File: config.mk
export PLATFORM = sky130hd
export DESIGN_NAME = dual_adc_smoother_with_param_pickup
export DESIGN_NICKNAME = d
export VERILOG_FILES = /design/src/dasp_pkg.sv /design/src/dasp_filter.sv /design/src/dasp_param.sv /design/src/dasp_outbuf.sv /design/src/dual_adc_smoother_with_param_pickup.sv
export SDC_FILE = /design/constraint.sdc
export NUM_CORES = 1
export LEC_CHECK = 0
export BUFFER_PORTS_ARGS = -buffer_cell sky130_fd_sc_hd__buf_2
export CAP_MARGIN = 20
export CORE_MARGIN = 4
export CORE_UTILIZATION = 55
export DETAILED_ROUTE_END_ITERATION = 8
export GPL_ROUTABILITY_DRIVEN = 0
export PLACE_DENSITY = 0.7
export SLEW_MARGIN = 20
export SYNTH_ARGS = -nofsm -noshare
export SYNTH_HDL_FRONTEND = slang
export SYNTH_SLANG_ARGS = --single-unit
File: constraint.sdc
create_clock -name clk -period 12.7 [get_ports clk]
set_input_delay 2.54 -clock clk [delete_from_list [all_inputs] [get_ports clk]]
set_output_delay 2.54 -clock clk [all_outputs]
set_load 0.02 [all_outputs]
File: src/dasp_pkg.sv
`timescale 1ns / 1ps
`default_nettype none

package dasp_pkg;

  // Field widths of the item and result words.
  localparam int RAW_W     = 13;
  localparam int SMOOTH_W  = 12;
  localparam int VALUE_W   = 16;
  localparam int MODE_W    = 2;
  localparam int OP_W      = 2;
  localparam int IDX_W     = 3;
  localparam int CFG_W     = 12;
  localparam int CFG_IDX_W = 1;

  // Operation codes.
  localparam logic [OP_W-1:0] OP_SAMPLE = 2'd0;
  localparam logic [OP_W-1:0] OP_PARAM  = 2'd1;
  localparam logic [OP_W-1:0] OP_TRACK  = 2'd2;

  // Configuration register indexes.
  localparam logic [CFG_IDX_W-1:0] REG_ACTIVE_PARAM     = 1'b0;
  localparam logic [CFG_IDX_W-1:0] REG_UNLOCK_THRESHOLD = 1'b1;

  localparam logic [SMOOTH_W-1:0] THRESHOLD_RESET = 12'd200;

  // Pickup mode codes as they appear on the result word.
  localparam logic [MODE_W-1:0] MODE_RESET  = 2'd0;
  localparam logic [MODE_W-1:0] MODE_LOCKED = 2'd1;
  localparam logic [MODE_W-1:0] MODE_TRACK  = 2'd2;

  typedef enum logic [2:0] {
    PK_RESET  = 3'b001,
    PK_LOCKED = 3'b010,
    PK_TRACK  = 3'b100
  } pickup_state_t;

  // Item held in the compute stage.
  typedef struct packed {
    logic [OP_W-1:0]           op;
    logic [RAW_W-1:0]          raw;
    logic [IDX_W-1:0]          idx;
    logic signed [VALUE_W-1:0] value;
    logic                      ch;
  } item_t;

  // Result word as it waits in the output buffer.
  typedef struct packed {
    logic                      ch;
    logic [SMOOTH_W-1:0]       smoothed;
    logic signed [VALUE_W-1:0] active_value;
    logic [MODE_W-1:0]         mode;
  } out_word_t;

  function automatic logic [MODE_W-1:0] mode_code(pickup_state_t s);
    logic [MODE_W-1:0] code;
    case (s)
      PK_LOCKED: code = MODE_LOCKED;
      PK_TRACK:  code = MODE_TRACK;
      default:   code = MODE_RESET;
    endcase
    return code;
  endfunction

endpackage

`default_nettype wire

File: src/dasp_filter.sv
`timescale 1ns / 1ps
`default_nettype none

module dasp_filter #(
  parameter int FILTER_SHIFT = 4
) (
  input  logic                           clk,
  input  logic                           rst,
  input  logic                           rd_ch,
  input  logic                           upd_en,
  input  logic                           upd_ch,
  input  logic [dasp_pkg::RAW_W-1:0]     upd_raw,
  output logic [dasp_pkg::SMOOTH_W-1:0]  smoothed
);
  import dasp_pkg::*;

  localparam int ACC_W = RAW_W + FILTER_SHIFT;

  logic [ACC_W-1:0]        acc_mem [2];
  logic [1:0]              acc_ok;
  logic [ACC_W-1:0]        acc_rd;
  logic                    acc_rd_ok;
  logic [ACC_W-1:0]        acc_cur;
  logic [RAW_W-1:0]        inv;
  logic [ACC_W-1:0]        target;
  logic signed [ACC_W:0]   diff;
  logic signed [ACC_W:0]   step;
  logic signed [ACC_W:0]   sum;
  logic [ACC_W-1:0]        acc_new;

  // Accumulator memory: read every cycle at the toggle's channel, written back
  // in the following cycle. An entry never written reads as zero.
  always_ff @(posedge clk) begin
    if (upd_en) begin
      acc_mem[upd_ch] <= acc_new;
    end
    acc_rd    <= acc_mem[rd_ch];
    acc_rd_ok <= acc_ok[rd_ch];
  end

  always_ff @(posedge clk) begin
    if (rst) begin
      acc_ok <= '0;
    end else if (upd_en) begin
      acc_ok[upd_ch] <= 1'b1;
    end
  end

  // One-pole update with a floor shift of the signed error.
  always_comb begin
    acc_cur = acc_rd_ok ? acc_rd : '0;
    inv     = ~upd_raw;
    target  = {inv, {FILTER_SHIFT{1'b0}}};
    diff    = $signed({1'b0, target}) - $signed({1'b0, acc_cur});
    step    = diff >>> FILTER_SHIFT;
    sum     = $signed({1'b0, acc_cur}) + step;
    acc_new = sum[ACC_W] ? '0 : sum[ACC_W-1:0];
  end

  assign smoothed = acc_new[ACC_W-1 -: SMOOTH_W];

  // Channels alternate, so a write-back never meets a read of the same entry.
  a_no_acc_collision: assert property (@(posedge clk) disable iff (rst)
    upd_en |-> rd_ch != upd_ch)
    else $error("accumulator read and write-back hit the same channel");

endmodule

`default_nettype wire

File: src/dasp_param.sv
`timescale 1ns / 1ps
`default_nettype none

module dasp_param #(
  parameter int PARAM_COUNT = 8
) (
  input  logic                                 clk,
  input  logic                                 rst,
  input  logic                                 cfg_we,
  input  logic [dasp_pkg::CFG_IDX_W-1:0]       cfg_index,
  input  logic [dasp_pkg::CFG_W-1:0]           cfg_data,
  input  logic                                 s1_valid,
  input  dasp_pkg::item_t                      s1,
  input  logic [dasp_pkg::SMOOTH_W-1:0]        smoothed,
  output logic signed [dasp_pkg::VALUE_W-1:0]  active_value,
  output logic [dasp_pkg::MODE_W-1:0]          mode
);
  import dasp_pkg::*;

  localparam int AW = (PARAM_COUNT > 1) ? $clog2(PARAM_COUNT) : 1;

  logic [IDX_W-1:0]       active_param;
  logic [SMOOTH_W-1:0]    threshold;
  logic [SMOOTH_W-1:0]    pk_ref;
  pickup_state_t          pk_state;
  pickup_state_t          pk_next;
  logic [VALUE_W-1:0]     tbl [PARAM_COUNT];
  logic [PARAM_COUNT-1:0] slot_ok;
  logic [AW-1:0]          act_addr;
  logic [IDX_W-1:0]       new_act;
  logic                   new_act_ok;
  logic                   sample_hi;
  logic                   idx_ok;
  logic                   wr_en;
  logic [AW-1:0]          wr_addr;
  logic [VALUE_W-1:0]     wr_data;
  logic [SMOOTH_W-1:0]    diff;
  logic [VALUE_W-1:0]     rd_mem;
  logic                   rd_ok;
  logic                   rd_fwd;
  logic [VALUE_W-1:0]     rd_fwd_data;
  logic [VALUE_W-1:0]     rd_value;

  assign act_addr   = AW'(active_param);
  assign new_act    = cfg_data[IDX_W-1:0];
  assign new_act_ok = 32'(new_act) < PARAM_COUNT;
  assign sample_hi  = s1_valid && (s1.op == OP_SAMPLE) && s1.ch;
  assign idx_ok     = 32'(s1.idx) < PARAM_COUNT;

  // Table write: an explicit parameter write or a tracking update.
  always_comb begin
    wr_en   = 1'b0;
    wr_addr = act_addr;
    wr_data = {{(VALUE_W-SMOOTH_W){1'b0}}, smoothed};
    if (s1_valid && (s1.op == OP_PARAM) && idx_ok) begin
      wr_en   = 1'b1;
      wr_addr = AW'(s1.idx);
      wr_data = s1.value;
    end else if (sample_hi && (pk_state == PK_TRACK)) begin
      wr_en = 1'b1;
    end
  end

  // Table memory with its registered read port on the active slot.
  // A write landing at the same edge is forwarded into the read.
  always_ff @(posedge clk) begin
    if (wr_en) begin
      tbl[wr_addr] <= wr_data;
    end
    rd_mem      <= tbl[act_addr];
    rd_ok       <= slot_ok[act_addr];
    rd_fwd      <= wr_en && (wr_addr == act_addr);
    rd_fwd_data <= wr_data;
  end

  // Valid bits stand in for clearing the table at reset.
  always_ff @(posedge clk) begin
    if (rst) begin
      slot_ok <= '0;
    end else if (wr_en) begin
      slot_ok[wr_addr] <= 1'b1;
    end
  end

  assign rd_value = rd_fwd ? rd_fwd_data : (rd_ok ? rd_mem : '0);

  // The active slot after this item, including its own write.
  assign active_value = $signed((wr_en && (wr_addr == act_addr)) ? wr_data : rd_value);

  // Configuration registers.
  always_ff @(posedge clk) begin
    if (rst) begin
      active_param <= '0;
      threshold    <= THRESHOLD_RESET;
    end else if (cfg_we) begin
      unique case (cfg_index)
        REG_ACTIVE_PARAM: begin
          if (new_act_ok) begin
            active_param <= new_act;
          end
        end
        REG_UNLOCK_THRESHOLD: begin
          threshold <= cfg_data[SMOOTH_W-1:0];
        end
        default: begin
        end
      endcase
    end
  end

  assign diff = (smoothed >= pk_ref) ? smoothed - pk_ref : pk_ref - smoothed;

  // Soft-takeover pickup, advanced by channel one samples and forced to tracking by a track op.
  always_comb begin
    pk_next = pk_state;
    if (s1_valid && (s1.op == OP_TRACK)) begin
      pk_next = PK_TRACK;
    end else if (sample_hi) begin
      unique case (pk_state)
        PK_RESET:  pk_next = PK_LOCKED;
        PK_LOCKED: pk_next = (diff > threshold) ? PK_TRACK : PK_LOCKED;
        PK_TRACK:  pk_next = PK_TRACK;
        default:   pk_next = PK_RESET;
      endcase
    end
  end

  always_ff @(posedge clk) begin
    if (rst) begin
      pk_state <= PK_RESET;
      pk_ref   <= '0;
    end else begin
      if (cfg_we && (cfg_index == REG_ACTIVE_PARAM) && new_act_ok
          && (new_act != active_param)) begin
        pk_state <= PK_RESET;
      end else begin
        pk_state <= pk_next;
      end
      if (sample_hi && (pk_state == PK_RESET)) begin
        pk_ref <= smoothed;
      end
    end
  end

  assign mode = mode_code(pk_next);

  // Only a configuration write ever takes the pickup out of tracking.
  a_track_holds: assert property (@(posedge clk) disable iff (rst)
    (pk_state == PK_TRACK) && !cfg_we |=> pk_state == PK_TRACK)
    else $error("pickup left tracking without a configuration write");

endmodule

`default_nettype wire

File: src/dasp_outbuf.sv
`timescale 1ns / 1ps
`default_nettype none

module dasp_outbuf (
  input  logic                  clk,
  input  logic                  rst,
  input  logic                  push,
  input  dasp_pkg::out_word_t   push_word,
  input  logic                  pop,
  output dasp_pkg::out_word_t   head_word,
  output logic                  not_empty,
  output logic [1:0]            count
);
  import dasp_pkg::*;

  localparam int DEPTH = 3;

  out_word_t  buf_mem [DEPTH];
  logic [1:0] head;
  logic [1:0] tail;

  // Three-word queue: one word in flight plus room for the receiver to stall.
  always_ff @(posedge clk) begin
    if (push) begin
      buf_mem[tail] <= push_word;
    end
  end

  always_ff @(posedge clk) begin
    if (rst) begin
      head  <= '0;
      tail  <= '0;
      count <= '0;
    end else begin
      if (push) begin
        tail <= (tail == 2'(DEPTH - 1)) ? '0 : tail + 2'd1;
      end
      if (pop) begin
        head <= (head == 2'(DEPTH - 1)) ? '0 : head + 2'd1;
      end
      count <= count + 2'(push) - 2'(pop);
    end
  end

  assign not_empty = count != 2'd0;
  assign head_word = buf_mem[head];

endmodule

`default_nettype wire

File: src/dual_adc_smoother_with_param_pickup.sv
// Two-channel converter smoother with soft-takeover parameter pickup.
// Input channel (in_valid/in_ready): one word per op. A sample word is
// inverted and filtered on the channel chosen by an internal toggle that
// starts at channel zero; channel one also drives the pickup into the
// parameter table. Other ops write a parameter slot or force tracking; code 3 does nothing.
// Output channel (out_valid/out_ready): exactly one result word per input
// word, in order. Configuration (cfg_valid/cfg_ready, always ready): index 0
// selects the active slot, index 1 sets the unlock threshold; write only
// while no word is in flight.
// The accepting edge reads the accumulator and table memories; the next edge
// writes back and enqueues the result, which raises out_valid. Throughput is one
// word per clock while in_ready is high, bounded by the single read-modify-write
// pass through the accumulator memory.
// A three-word output queue absorbs receiver stalls; in_ready drops once it
// and the compute stage together hold three words.
// Reset (synchronous) clears the toggle, filters, pickup and the table at
// once through per-entry valid bits; no clearing pass is needed.
`timescale 1ns / 1ps
`default_nettype none

module dual_adc_smoother_with_param_pickup #(
  parameter int PARAM_COUNT  = 8,
  parameter int FILTER_SHIFT = 4
) (
  input  logic                                 clk,
  input  logic                                 rst,
  input  logic                                 in_valid,
  output logic                                 in_ready,
  input  logic [dasp_pkg::OP_W-1:0]            op,
  input  logic [dasp_pkg::RAW_W-1:0]           raw_sample,
  input  logic [dasp_pkg::IDX_W-1:0]           param_index,
  input  logic signed [dasp_pkg::VALUE_W-1:0]  param_value,
  output logic                                 out_valid,
  input  logic                                 out_ready,
  output logic                                 sample_channel,
  output logic [dasp_pkg::SMOOTH_W-1:0]        smoothed_value,
  output logic signed [dasp_pkg::VALUE_W-1:0]  active_value,
  output logic [dasp_pkg::MODE_W-1:0]          pickup_mode,
  input  logic                                 cfg_valid,
  output logic                                 cfg_ready,
  input  logic [dasp_pkg::CFG_IDX_W-1:0]       cfg_index,
  input  logic [dasp_pkg::CFG_W-1:0]           cfg_data
);
  import dasp_pkg::*;

  logic                        in_fire;
  logic                        out_fire;
  logic                        toggle;
  logic                        s1_valid;
  item_t                       s1;
  logic [SMOOTH_W-1:0]         smoothed;
  logic signed [VALUE_W-1:0]   act_val;
  logic [MODE_W-1:0]           mode;
  logic                        is_sample;
  out_word_t                   res_word;
  out_word_t                   head_word;
  logic [1:0]                  out_cnt;
  logic [2:0]                  occupancy;

  assign cfg_ready = 1'b1;
  assign in_fire   = in_valid && in_ready;
  assign out_fire  = out_valid && out_ready;
  assign occupancy = {1'b0, out_cnt} + 3'(s1_valid);
  assign in_ready  = occupancy < 3'd3;

  // Compute stage register and the channel toggle.
  always_ff @(posedge clk) begin
    if (rst) begin
      s1_valid <= 1'b0;
      toggle   <= 1'b0;
    end else begin
      s1_valid <= in_fire;
      if (in_fire && (op == OP_SAMPLE)) begin
        toggle <= ~toggle;
      end
    end
  end

  always_ff @(posedge clk) begin
    if (in_fire) begin
      s1 <= '{op: op, raw: raw_sample, idx: param_index, value: param_value, ch: toggle};
    end
  end

  assign is_sample = s1.op == OP_SAMPLE;

  dasp_filter #(
    .FILTER_SHIFT (FILTER_SHIFT)
  ) u_filter (
    .clk      (clk),
    .rst      (rst),
    .rd_ch    (toggle),
    .upd_en   (s1_valid && is_sample),
    .upd_ch   (s1.ch),
    .upd_raw  (s1.raw),
    .smoothed (smoothed)
  );

  dasp_param #(
    .PARAM_COUNT (PARAM_COUNT)
  ) u_param (
    .clk          (clk),
    .rst          (rst),
    .cfg_we       (cfg_valid && cfg_ready),
    .cfg_index    (cfg_index),
    .cfg_data     (cfg_data),
    .s1_valid     (s1_valid),
    .s1           (s1),
    .smoothed     (smoothed),
    .active_value (act_val),
    .mode         (mode)
  );

  // Result word; channel and smoothed value only mean something for samples.
  always_comb begin
    res_word.ch           = is_sample ? s1.ch : 1'b0;
    res_word.smoothed     = is_sample ? smoothed : '0;
    res_word.active_value = act_val;
    res_word.mode         = mode;
  end

  dasp_outbuf u_outbuf (
    .clk       (clk),
    .rst       (rst),
    .push      (s1_valid),
    .push_word (res_word),
    .pop       (out_fire),
    .head_word (head_word),
    .not_empty (out_valid),
    .count     (out_cnt)
  );

  assign sample_channel = head_word.ch;
  assign smoothed_value = head_word.smoothed;
  assign active_value   = head_word.active_value;
  assign pickup_mode    = head_word.mode;

  // A word in the compute stage is always waiting on the output next cycle.
  a_stage_delivers: assert property (@(posedge clk) disable iff (rst)
    s1_valid |=> out_valid)
    else $error("computed word did not reach the output queue");

  // Every accepted sample hands the next sample to the other channel.
  a_toggle_flips: assert property (@(posedge clk) disable iff (rst)
    in_fire && (op == OP_SAMPLE) |=> toggle != $past(toggle))
    else $error("channel toggle did not flip on a sample");

endmodule

`default_nettype wire

==> After elaboration in Yosys (flattened, before gate mapping) <==
Memory sizes are Yosys's and may differ from the RTL's. A register that Yosys moved wholly into a read port is not among the register bits.
Index checks and enable logic that the tools add are counted.
{ "word_totals": {"mem_bits_rw": 255, "reg_bits": 102, "elab_cells": 112, "mem_count": 3} }
{ "memory_table": {"columns": ["name", "words", "width", "read_ports", "rd_clocked_by_memory_dff", "write_ports", "line_no", "source"], "rows": [
  ["u_param.tbl", 8, 16, 1, 1, 1, "dasp_param.sv:27", "logic [VALUE_W-1:0] tbl [PARAM_COUNT];"],
  ["u_outbuf.buf_mem", 3, 31, 1, 1, 1, "dasp_outbuf.sv:18", "out_word_t buf_mem [DEPTH];"],
  ["u_filter.acc_mem", 2, 17, 1, 1, 1, "dasp_filter.sv:19", "logic [ACC_W-1:0] acc_mem [2];"]
]} }
{ "classes": {"reduce_logical": 20, "eq_ne": 11, "order_cmp": 9, "add_sub_neg": 9, "mux": 35, "bitwise": 5} }
{ "ops": {"columns": ["cell", "n"], "rows": [
  ["16-bit two-way mux", 4],
  ["17-bit two-way mux", 2],
  ["12-bit two-way mux", 2],
  ["12-bit subtractor", 2],
  ["18-bit by 14-bit adder with 18-bit output", 1],
  ["17-bit by 17-bit subtractor with 18-bit output", 1],
  ["1-bit logical AND", 14],
  ["1-bit two-way mux", 14],
  ["13-bit inverter", 1],
  ["12-bit greater-or-equal comparator", 1],
  ["12-bit > comparator", 1],
  ["3-bit two-way mux", 4],
  ["3-bit one-hot mux with 3 select lines", 1],
  ["3-bit by 4-bit less-than comparator with 1-bit output (second input constant)", 2],
  ["2-bit two-way mux", 4],
  ["8-bit bitwise OR", 1],
  ["2-bit == test (second input constant)", 3],
  ["3-bit by 2-bit == test with 1-bit output (second input constant)", 2],
  ["3-bit == test (second input constant)", 2],
  ["2-bit by 1-bit adder with 2-bit output (second input constant)", 2],
  ["2-bit zero test", 2],
  ["1-bit by 2-bit less-than comparator with 1-bit output (second input constant)", 2],
  ["2-bit one-hot mux with 2 select lines", 1],
  ["2-bit AND reduction", 2],
  ["other kinds (17)", 18]
]} }

==> Logic depth before layout (Yosys ltp) <==
{ "logic_depth": {"word_depth": 13, "mapped_depth": 39} }

==> By module <==
Synthesis repeated with hierarchy kept, for this count alone.
{ "hier_totals": {"hier_cells": 1374, "area_unflattened_um2": 17458.0} }
{ "modules_own_cells": {"columns": ["mod", "instances", "cells_per_inst", "area_per_inst_um2"], "rows": [
  ["dasp_param", 1, 750, 9001.1],
  ["dasp_outbuf", 1, 227, 3812.4],
  ["dasp_filter", 1, 331, 3358.2],
  ["dual_adc_smoother_with_param_pickup", 1, 66, 1286.2]
]} }

==> Worst setup path after synthesis <==
OpenSTA, ideal clock, no wires.
{ "synth_timing": {"path_type": "flip-flop to flip-flop", "startpoint": "reg u_filter.acc_rd_ok", "endpoint": "mem u_outbuf.buf_mem[0][0] in the netlist's numbering, data pin", "required_time_ns": 12.431, "stages_incl_launch_ff": 35, "arrival_time_ns": 7.378, "path_slack_ns": 5.053, "setup_time_ns": 0.269, "period_less_slack_ns": 7.647, "path_cell_list": "dfxtp_1 buf_2 buf_1 nand2_1 ha_1 o21ai_1 a31oi_4 a41o_1 a21oi_1 o21ai_0 xor2_1 ha_1 a21oi_1 a21boi_0 nand3_1 a31oi_1 xnor2_2 buf_2 or2_2 ha_1 clkbuf_1 a21oi_1 o22ai_1 o21ai_0 a31oi_1 clkbuf_1 mux2i_1 xor2_1 ha_1 nand4_1 or2_2 o21ai_0 o22ai_1 o21ai_0 a21oi_1"} }
{ "synth_via": {"elab_chain_len": 13, "word_cells_on_any_way": 16, "classes_between": "add/sub: 4; order compare: 2; eq/ne: 2; mux: 8"} }
{ "synth_lines": {"columns": ["element", "line_no", "source"], "rows": [
  ["start, declared", "dasp_filter.sv:22", "logic acc_rd_ok;"],
  ["start signal, assigned", "dasp_filter.sv:38", "acc_rd_ok <= acc_ok[rd_ch];"],
  ["17-bit two-way mux *", "dasp_filter.sv:51", "acc_cur = acc_rd_ok ? acc_rd : '0;"],
  ["17-bit by 17-bit subtractor with 18-bit output", "dasp_filter.sv:54", "diff = $signed({1'b0, target}) - $signed({1'b0, acc_cur});"],
  ["18-bit by 14-bit adder with 18-bit output *", "dasp_filter.sv:56", "sum = $signed({1'b0, acc_cur}) + step;"],
  ["17-bit two-way mux *", "dasp_filter.sv:57", "acc_new = sum[ACC_W] ? '0 : sum[ACC_W-1:0];"],
  ["12-bit subtractor / 12-bit greater-or-equal comparator (equally long branches)", "dasp_param.sv:111", "assign diff = (smoothed >= pk_ref) ? smoothed - pk_ref : pk_ref - smoothed;"],
  ["12-bit two-way mux *", "dasp_param.sv:111", null],
  ["12-bit > comparator *", "dasp_param.sv:121", "PK_LOCKED: pk_next = (diff > threshold) ? PK_TRACK : PK_LOCKED;"],
  ["3-bit two-way mux *", "dasp_param.sv:121", null],
  ["3-bit one-hot mux with 3 select lines *", "dasp_param.sv:119", "unique case (pk_state)"],
  ["3-bit two-way mux *", "dasp_param.sv:118", "end else if (sample_hi) begin"],
  ["3-bit two-way mux *", "dasp_param.sv:116", "if (s1_valid && (s1.op == OP_TRACK)) begin"],
  ["3-bit == test / 3-bit by 2-bit == test with 1-bit output (equally long branches)", "dasp_pkg.sv:57", "case (s)"],
  ["2-bit one-hot mux with 2 select lines *", "dasp_pkg.sv:57", null],
  ["net mode[0]", "dual_adc_smoother_with_param_pickup.sv:53", "logic [MODE_W-1:0] mode;"],
  ["end, declared", "dasp_outbuf.sv:18", null]
]} }
Mark *: on every way through the listed nets, which the timed path passes. The rest lies on a longest branch.

==> Final worst setup path <==
Same ends and word-level chain as after synthesis.

==> impl_metrics.env <==
export IMPL_io_buffer_count=84
export IMPL_postRouteAntennaNets=0
export IMPL_vias_per_cell=5.80
export IMPL_final_common_cell="edfxtp_1"
export IMPL_skew_ps=14.0
export IMPL_p_per_area_mw_per_mm2=189
export IMPL_power_mw=3.72
export IMPL_startpoint_type="flop"
export IMPL_finalSetupTns_ps=0
export IMPL_num_rows=64
export IMPL_vias=10900
export IMPL_slew_viol_final=0
export IMPL_finalCritPeriodShare=0.686
export IMPL_design_area_mm2=0.0196
export IMPL_ios=86
export IMPL_worst_slack_ps=3990
export IMPL_ys_flop_type="edfxtp_1"
export IMPL_core_area_mm2=0.0308
export IMPL_die_area_mm2=0.0344
export IMPL_path_class="flop to flop"
export IMPL_fillers=2311
export IMPL_synth_compound_area_frac=0.0926
export IMPL_antenna_found_initial=0
export IMPL_post_cts_resized=0
export IMPL_root_buffer="clkbuf_16"
export IMPL_synth_fa_ha_area_frac=0.0532
export IMPL_synth_top_family_by_area="compound AO/OA/AOI/OAI gates"
export IMPL_relSlewSlack=0.264
export IMPL_worstMarginPinSlew_ps=1090
export IMPL_yosysWarnings=0
export IMPL_maxCapViolations=0
export IMPL_insertion_delay_ps=550
export IMPL_netlist_area_leader_share=0.502
export IMPL_mostFrequentLayoutCells="edfxtp_1 (290), nand2_1 (125), dfxtp_1 (99), nor2_1 (89), buf_2 (84)"
export IMPL_multi_input_area_mm2=0.00605
export IMPL_initial_core_util=0.563
export IMPL_grt_pass1_wl_um=59900
export IMPL_pre_cts_ws_ps=4100
export IMPL_yosysSeqAreaShare=0.620
export IMPL_yosysUniqueCellTypes=66
export IMPL_synth_cells=1357
export IMPL_wl_per_cell_um=20.7
export IMPL_htreeDepth=2
export IMPL_drtPass1Iterations=5
export IMPL_cts_buffers=41
export IMPL_cts_sinks=392
export IMPL_synth_xor_xnor_area_share=0.0211
export IMPL_grt_start_max_net_pins=63
export IMPL_synth_edf_count=290
export IMPL_drc=0
export IMPL_slowest_delay_ps=840
export IMPL_netlist_top_cell_by_area="edfxtp_1"
export IMPL_setup_viol=0
export IMPL_status="completed"
export IMPL_drive_gt1_frac=0.190
export IMPL_leakage_nw=7.27
export IMPL_first_global_vias=10700
export IMPL_finalNetCount=1571
export IMPL_arrival_ps=8990
export IMPL_grt_overflow_total=0
export IMPL_worst_setup_path_end_kind="flop"
export IMPL_grt_use_total=0.227
export IMPL_clock_fmax_ghz=0.115
export IMPL_synthSimpleGateAreaFrac=0.0898
export IMPL_dpl_cell_area_mm2=0.0182
export IMPL_crit_path_max_fanout=21
export IMPL_post_cts_buffers=0
export IMPL_rsz0062_at_grt="false"
export IMPL_worst_path_most_repeated_cell="o21ai_0"
export IMPL_peakVddDrop_uv=112
export IMPL_die_x_um=186
export IMPL_synth_seq_cells=392
export IMPL_antenna_cells=0
export IMPL_async_reset_ff_frac=0
export IMPL_synth_nets=1481
export IMPL_seq_area_mm2=0.0108
export IMPL_post_route_min_period_ps=8710
export IMPL_syn_area_mm2=0.0173
export IMPL_ctsHoldBuffers=0
export IMPL_hpwl_um=25900
export IMPL_clkTransAtPathRegs_ps=60
export IMPL_finalHoldViolations=0
export IMPL_fin_util=0.637
export IMPL_die_height_um=186
export IMPL_wl_um=38900
export IMPL_synth_mux_area_fraction=0.0894
export IMPL_synth_area_per_cell_um2=12.8
export IMPL_min_path_type="flop to flop"
export IMPL_synth_area_leaders="edfxtp_1 (50%), dfxtp_1 (12%), ha_1 (5.0%)"
export IMPL_drt_iter0_markers=849
export IMPL_cts_tree="done"
export IMPL_cp_slowest_cell="xnor2_2"
export IMPL_clockBufferDepth=3
export IMPL_required_ps=12980
export IMPL_area_growth_pct=13.3
## routing by layer
metal | routed length, um | vias up | GRT usage
li1 | - | 5131 | -
met2 | 18400 | 382 | 0.372
met5 | 0 | - | 0
met3 | 2830 | 75 | 0.0461
met1 | 16600 | 5293 | 0.308
met4 | 1150 | 0 | 0.0717
## through the flow
stage,hold slack [ps],instances
after floorplan,406,1357
after global placement,445,1800
after detailed placement,449,1800
final,456,1876
after CTS,457,1876
after global routing,479,1876
## where the power goes
part / leakage (nW) / total (mW) / internal [mW] / switching (mW)
Sequential: 3.53 / 1.54 / 1.51 / 0.0385
Clock: 0.679 / 1.22 / 0.726 / 0.494
Combinational: 3.06 / 0.955 / 0.361 / 0.594
Total: 7.27 / 3.72 / 2.59 / 1.13
## cells in the mapped netlist (all sizes together) (24+ instances only)
| master | count |
|---|---|
| a21oi | 67 |
| clkbuf | 50 |
| dfxtp | 102 |
| edfxtp | 290 |
| ha | 69 |
| inv | 83 |
| mux2 | 36 |
| mux2i | 38 |
| mux4 | 34 |
| nand2 | 125 |
| nand3 | 24 |
| nor2 | 90 |
| o21ai | 96 |
## area by class of cell
type	instances	share of cell area
Inverter	84	0.0161
Clock inverter	17	0.0120
Timing Repair Buffer	112	0.0321
Multi-Input combinational cell	816	0.308
Sequential cell	392	0.548
Clock buffer	59	0.0592
Tap cell	396	0.0252
## state kept, by name, indices dropped and copies added, names as in the netlist, named ones only
register,flops
toggle,1
u_outbuf.head,2
u_param.rd_fwd_data,16
u_param.pk_ref,12
u_param.rd_fwd,1
u_param.pk_state,3
u_outbuf.tail,2
u_param.rd_mem,16
u_filter.acc_mem,34
u_param.threshold,12
u_filter.acc_rd_ok,1
u_outbuf.count,2
s1,35
u_param.slot_ok,8
u_param.tbl,128
s1_valid,1
u_param.rd_ok,1
u_filter.acc_ok,2
u_outbuf.buf_mem,93
u_filter.acc_rd,17
u_param.act_addr,3
## worst paths after layout
path | start | depth (start not counted) | to | slack, ps
min | u_param.threshold[8] | 2 | u_param.threshold[8] | 460
max | u_filter.acc_rd_ok | 33 | u_outbuf.buf_mem[0][0] | 3990
min reg2reg | u_param.threshold[8] | 2 | u_param.threshold[8] | 460
max reg2reg | u_filter.acc_rd_ok | 33 | u_outbuf.buf_mem[0][0] | 3990
## worst max-delay path, delay by kind of cell (launching register included)
kind | cells | cell delay, ps
AOI/OAI and AO/OA | 17 | 3330
and+or+nand+nor | 6 | 1340
adders and majority gates | 5 | 1620
buffers and inverters | 2 | 270
DFF | 1 | 760
xor gates and xnor gates | 3 | 1120
## kinds of logic (layout without fill, tap and decap cells)
group	after synthesis	count (layout)
fa+ha+maj	72	72
other cells	1	1
compound gates	256	256
flops	392	392
xor+xnor	41	41
buf+inv	149	272
simple gates	338	338
mux	108	108
No activity file was read; power rests on OpenSTA's default activity.
